File: src/sv/ccpr_ram.sv
// Generic single-write, single-read RAM with registered read data.
// No dependencies.
`default_nettype none

module ccpr_ram #(
    parameter int WIDTH = 8,
    parameter int DEPTH = 16,
    localparam int AW = (DEPTH > 1) ? $clog2(DEPTH) : 1
) (
    input  wire logic             i_clk,
    input  wire logic             i_we,
    input  wire logic [AW-1:0]    i_waddr,
    input  wire logic [WIDTH-1:0] i_wdata,
    input  wire logic [AW-1:0]    i_raddr,
    output logic      [WIDTH-1:0] o_rdata
);

    logic [WIDTH-1:0] r_mem [DEPTH];

    always_ff @(posedge i_clk) begin
        if (i_we) begin
            r_mem[i_waddr] <= i_wdata;
        end
        o_rdata <= r_mem[i_raddr];
    end

endmodule

`default_nettype wire

File: config.mk
export PLATFORM = sky130hd
export DESIGN_NAME = ccpr_ram
export DESIGN_NICKNAME = d
export VERILOG_FILES = /design/src/sv/ccpr_ram.sv
export SDC_FILE = /design/constraint.sdc
export NUM_CORES = 1
export LEC_CHECK = 0
export BUFFER_PORTS_ARGS = -buffer_cell sky130_fd_sc_hd__buf_4
export CAP_MARGIN = 30
export CORE_MARGIN = 5
export CORE_UTILIZATION = 38
export CTS_CLUSTER_DIAMETER = 100
export DETAILED_ROUTE_END_ITERATION = 10
export GPL_ROUTABILITY_DRIVEN = 0
export PLACE_DENSITY = 0.65
export SLEW_MARGIN = 25
export SYNTH_ARGS = -nofsm -noshare
export SYNTH_HDL_FRONTEND = slang
export SYNTH_SLANG_ARGS = --single-unit
File: constraint.sdc
create_clock -name i_clk -period 5 [get_ports i_clk]
set_input_delay 0.25 -clock i_clk [delete_from_list [all_inputs] [get_ports i_clk]]
set_output_delay 0.25 -clock i_clk [all_outputs]
set_load 0.02 [all_outputs]
[Yosys cells after proc, flatten, opt, wreduce, memory -nomap -nowiden]
Memory sizes are Yosys's and may differ from the RTL's. A register that Yosys moved wholly into a read port is not among the register bits.
Index checks and enable logic that the tools add are counted.
Storage, ports and cells
  latch bits: 0
  memory bits (read-only): 0
  word-level logic and storage cells: 3
  bits in writable memories: 128
  register bits after elaboration: 0
  memories: 1
Memories
  r_mem: words 16, width 8, read ports 1, clocked after Yosys merged registers in 1, wr ports 1, RTL line 18  | logic [WIDTH-1:0] r_mem [DEPTH];
Operators by class
  multiply operators: 0
  divide/modulo/power cells: 0
  equal/unequal tests: 0
  multiplexer cells: 2
  reductions and logical operators: 0
  bitwise gates (word level): 0
  $lt $le $gt $ge: 0
  $add $sub $neg: 0
  shift operators: 0
Operator list (count)
  $mux W1: 2

[Longest topological paths before layout]
  depth after elaboration: 2
  depth in mapped cells: 5

[Worst setup path after synthesis]
Ideal clock, no wire load.
  kind: input to register
  start point: input i_waddr[2]
  end point: memory r_mem[0][0], enable pin
  cell stages on the path: 2
  path slack: 3.257 ns
  library setup time: 0.383 ns
  arrival time: 1.360 ns
  cells stage by stage: or3b_2 nor3_1
RTL lines
  start: declaration: RTL line 12  | input wire logic [AW-1:0] i_waddr,
  end: declaration: RTL line 18
No word-level cell before the write port.

==> flow_results.xml <==
<?xml version="1.0" encoding="UTF-8"?>
<metrics>
  <group name="status">
    <metric name="run_status" unit="">finished clean</metric>
  </group>
  <group name="detailed_routing">
    <metric name="detailroute.via_count" unit="">2395</metric>
    <metric name="initialDrtViolationCount" unit="">198</metric>
    <metric name="drt_pre_antenna_iters" unit="">5</metric>
    <metric name="drt.antenna.violating_nets" unit="">0</metric>
    <metric name="count_of_unresolved_drc_violations_after_routing" unit="">0</metric>
    <metric name="totalWireLength" unit="um">10000</metric>
    <metric name="drt-wirelength-per-cell" unit="um">21.9</metric>
    <metric name="via_cell_ratio" unit="">5.24</metric>
  </group>
  <group name="synth">
    <metric name="syn_avg_cell_area" unit="sq um">22.5</metric>
    <metric name="gate_count_of_the_mapped_netlist" unit="">229</metric>
    <metric name="syn-cell-area" unit="sq um">5150</metric>
    <metric name="synth.yosys.warnings" unit="">0</metric>
    <metric name="postSynthRegisterBits" unit="">136</metric>
    <metric name="ys_types" unit="">19</metric>
    <metric name="synth.yosys.seq_area_share" unit="%">77.8</metric>
    <metric name="synthesis.nets" unit="">247</metric>
  </group>
  <group name="sta">
    <metric name="relative_slew_slack" unit="%">36.8</metric>
    <metric name="fin_setup_tns" unit="ns">0</metric>
    <metric name="setup-violations-final" unit="">0</metric>
    <metric name="worst_pin_slew" unit="ns">0.944</metric>
    <metric name="skew" unit="ns">0.00942</metric>
    <metric name="rsz0062_at_grt" unit="">false</metric>
    <metric name="period_needed" unit="ns">1.55</metric>
    <metric name="final_max_slew_viol_count" unit="">0</metric>
    <metric name="worst_hold_slack" unit="ns">0.151</metric>
    <metric name="period_share" unit="%">30.9</metric>
    <metric name="max_clock_freq" unit="GHz">0.647</metric>
    <metric name="final-hold-violation-count" unit="">0</metric>
  </group>
  <group name="placed_design">
    <metric name="dp_hpwl" unit="um">6150</metric>
    <metric name="place_area" unit="sq um">5500</metric>
    <metric name="port_buffers" unit="">25</metric>
  </group>
  <group name="clock_network">
    <metric name="root_buffer_cell" unit="">clkbuf_16</metric>
    <metric name="clockBufferDepth" unit="">2</metric>
    <metric name="cts_tree" unit="">yes</metric>
    <metric name="clk_latency" unit="ns">0.42</metric>
    <metric name="cts_setup_buffers" unit="">0</metric>
    <metric name="post_cts_resize_count" unit="">0</metric>
    <metric name="htree_levels" unit="">4</metric>
    <metric name="hold_bufs_at_cts" unit="">0</metric>
    <metric name="clkSlewWorstSetupHoldPaths" unit="ns">0.06</metric>
    <metric name="cts_sinks" unit="">136</metric>
    <metric name="cts_inserted_buffers" unit="">17</metric>
  </group>
  <group name="setup_path">
    <metric name="worst_setup_path_end_kind" unit="">flop</metric>
    <metric name="reg2reg_slack" unit="ns">3.56</metric>
    <metric name="criticalPathCategory" unit="">in -&gt; reg</metric>
    <metric name="startpoint_type" unit="">primary input</metric>
    <metric name="crit_required" unit="ns">5.28</metric>
    <metric name="worstSetupEndpoint" unit="">o_rdata[7]$_DFF_P_</metric>
    <metric name="critPathLaunch" unit="">i_raddr[0]</metric>
    <metric name="r2r_end" unit="">o_rdata[4]$_DFF_P_</metric>
    <metric name="reg2reg_depth" unit="">3</metric>
    <metric name="crit_path_max_fanout" unit="">32</metric>
    <metric name="worst_r2r_startpoint" unit="">r_mem[3][4]$_DFFE_PP_</metric>
    <metric name="crit_arrival" unit="ns">1.83</metric>
  </group>
  <group name="cells_and_area">
    <metric name="stdcell_area" unit="sq um">6110</metric>
    <metric name="final_core_occ" unit="%">46.1</metric>
    <metric name="final.fill_count" unit="">1123</metric>
    <metric name="flow.area_growth_from_synthesis" unit="%">18.7</metric>
    <metric name="n_antenna_cell" unit="">0</metric>
    <metric name="fraction_of_final_layout_cells_sized_beyond_drive_strength_1" unit="%">28.5</metric>
    <metric name="nets" unit="">286</metric>
  </group>
  <group name="power">
    <metric name="power_leakage" unit="nW">2.02</metric>
    <metric name="vdd.ir_drop.worst" unit="mV">0.350</metric>
    <metric name="power" unit="mW">2.66</metric>
    <metric name="power.density_cell_area" unit="nW/um^2">436</metric>
  </group>
  <group name="hold_path">
    <metric name="hold_class" unit="">in -&gt; reg</metric>
  </group>
  <group name="grt">
    <metric name="grt_pass1_wl" unit="um">15500</metric>
    <metric name="antenna_found_initial" unit="">0</metric>
    <metric name="track_usage" unit="%">13.5</metric>
    <metric name="grt_overflow_total" unit="">0</metric>
    <metric name="first_global_vias" unit="">2508</metric>
    <metric name="grt_max_degree" unit="">33</metric>
  </group>
  <group name="flow_run">
    <metric name="maxCapViolCount" unit="">0</metric>
  </group>
  <group name="die">
    <metric name="die-width" unit="um">126</metric>
    <metric name="die_area" unit="sq um">16000</metric>
    <metric name="core_area" unit="sq um">13200</metric>
    <metric name="floorplan.rows" unit="">42</metric>
    <metric name="die_h" unit="um">126</metric>
    <metric name="pin_count" unit="">26</metric>
    <metric name="initial_utilization" unit="%">38.9</metric>
  </group>
</metrics>
-- where the power goes --
group / total, mW / switching (mW) / internal [mW]
clock network: 1.25 / 0.467 / 0.783
logic: 0.129 / 0.0749 / 0.0540
registers: 1.28 / 0.00861 / 1.27
total: 2.66 / 0.550 / 2.11
-- how the worst min path moves through the flow --
stage | end | from | depth (start not counted) | slack, ns
after floorplan | r_mem[0][0]$_DFFE_PP_ | i_wdata[0] | 0 | 0.35
after global placement | r_mem[0][5]$_DFFE_PP_ | i_wdata[5] | 1 | 0.56
after detailed placement | r_mem[2][6]$_DFFE_PP_ | i_wdata[6] | 1 | 0.57
after CTS | r_mem[6][6]$_DFFE_PP_ | i_wdata[6] | 1 | 0.14
after global routing | r_mem[6][6]$_DFFE_PP_ | i_wdata[6] | 1 | 0.15
final | r_mem[5][2]$_DFFE_PP_ | i_wdata[2] | 1 | 0.15
-- layout make-up --
class	count	area (sq um)	share of cell area (%)
clock buffer	17	425	6.96
clock inverter	15	179	2.93
multi-input combinational	83	1060	17.3
sequential	136	4000	65.5
tap	176	220	3.61
timing repair buffer	30	223	3.65
-- sequential cells by signal, indices dropped and copies added (netlist names) --
register and count:
r_mem 128, o_rdata 8
-- Yosys cell counts, drive strengths merged --
master / number / area, sq um
nand2b: 2 / 12.5
and2: 1 / 6.26
a22oi: 16 / 120
nand3b: 2 / 15.0
buf: 7 / 56.3
clkdlybuf4s25: 3 / 30.0
nand2: 9 / 33.8
nor2b: 1 / 6.26
and2b: 1 / 7.51
or3b: 1 / 8.76
nor2: 13 / 48.8
dfxtp: 8 / 160
nor3: 4 / 20.0
mux4: 32 / 773
edfxtp: 128 / 3840
nand3: 1 / 5.00
-- cells by family after synthesis --
family	count (synthesis)	share of synthesized area (%)
and+or+nand+nor	35	3.18
muxes	32	15.0
DFF	136	77.8
buffers and inverters	10	1.68
AOI/OAI and AO/OA	16	2.33
-- layer usage --
metal | track usage (%) | part of all wire [%]
met5 | 0 | 0
met4 | 4.54 | 1.4
met3 | 4.79 | 5.2
met2 | 18.8 | 46
met1 | 19.7 | 48
-- cell usage in the layout, fill, tap and decap left out --
master      instances
edfxtp_1          128
buf_4              29
mux4_2             18
clkbuf_16          17
a22oi_1            16
mux4_1             14
nor2_1             13
nand2_1             9
dfxtp_1             8
clkinvlp_4          6
nor3_1              4
bufinv_16           3
clkinv_4            3
nand3b_1            2
nand2b_1            2
nor2b_1             1
and2_1              1
and2b_1             1
nand3_1             1
or3b_2              1
clkinv_1            1
inv_6               1
clkinv_2            1
buf_2               1
-- critical path, cell delays in order --
cell,delay [ns]
buf_4,0.49
mux4_2,0.60
a22oi_1,0.34
nand2_1,0.13
-- through the flow --
stage | std cells | setup WS (ns)
after floorplan | 229 | 3.26
after global placement | 423 | 2.92
after detailed placement | 425 | 3.06
after CTS | 457 | 3.46
after global routing | 457 | 3.39
final | 457 | 3.45
(Power assumes the default switching activity.)
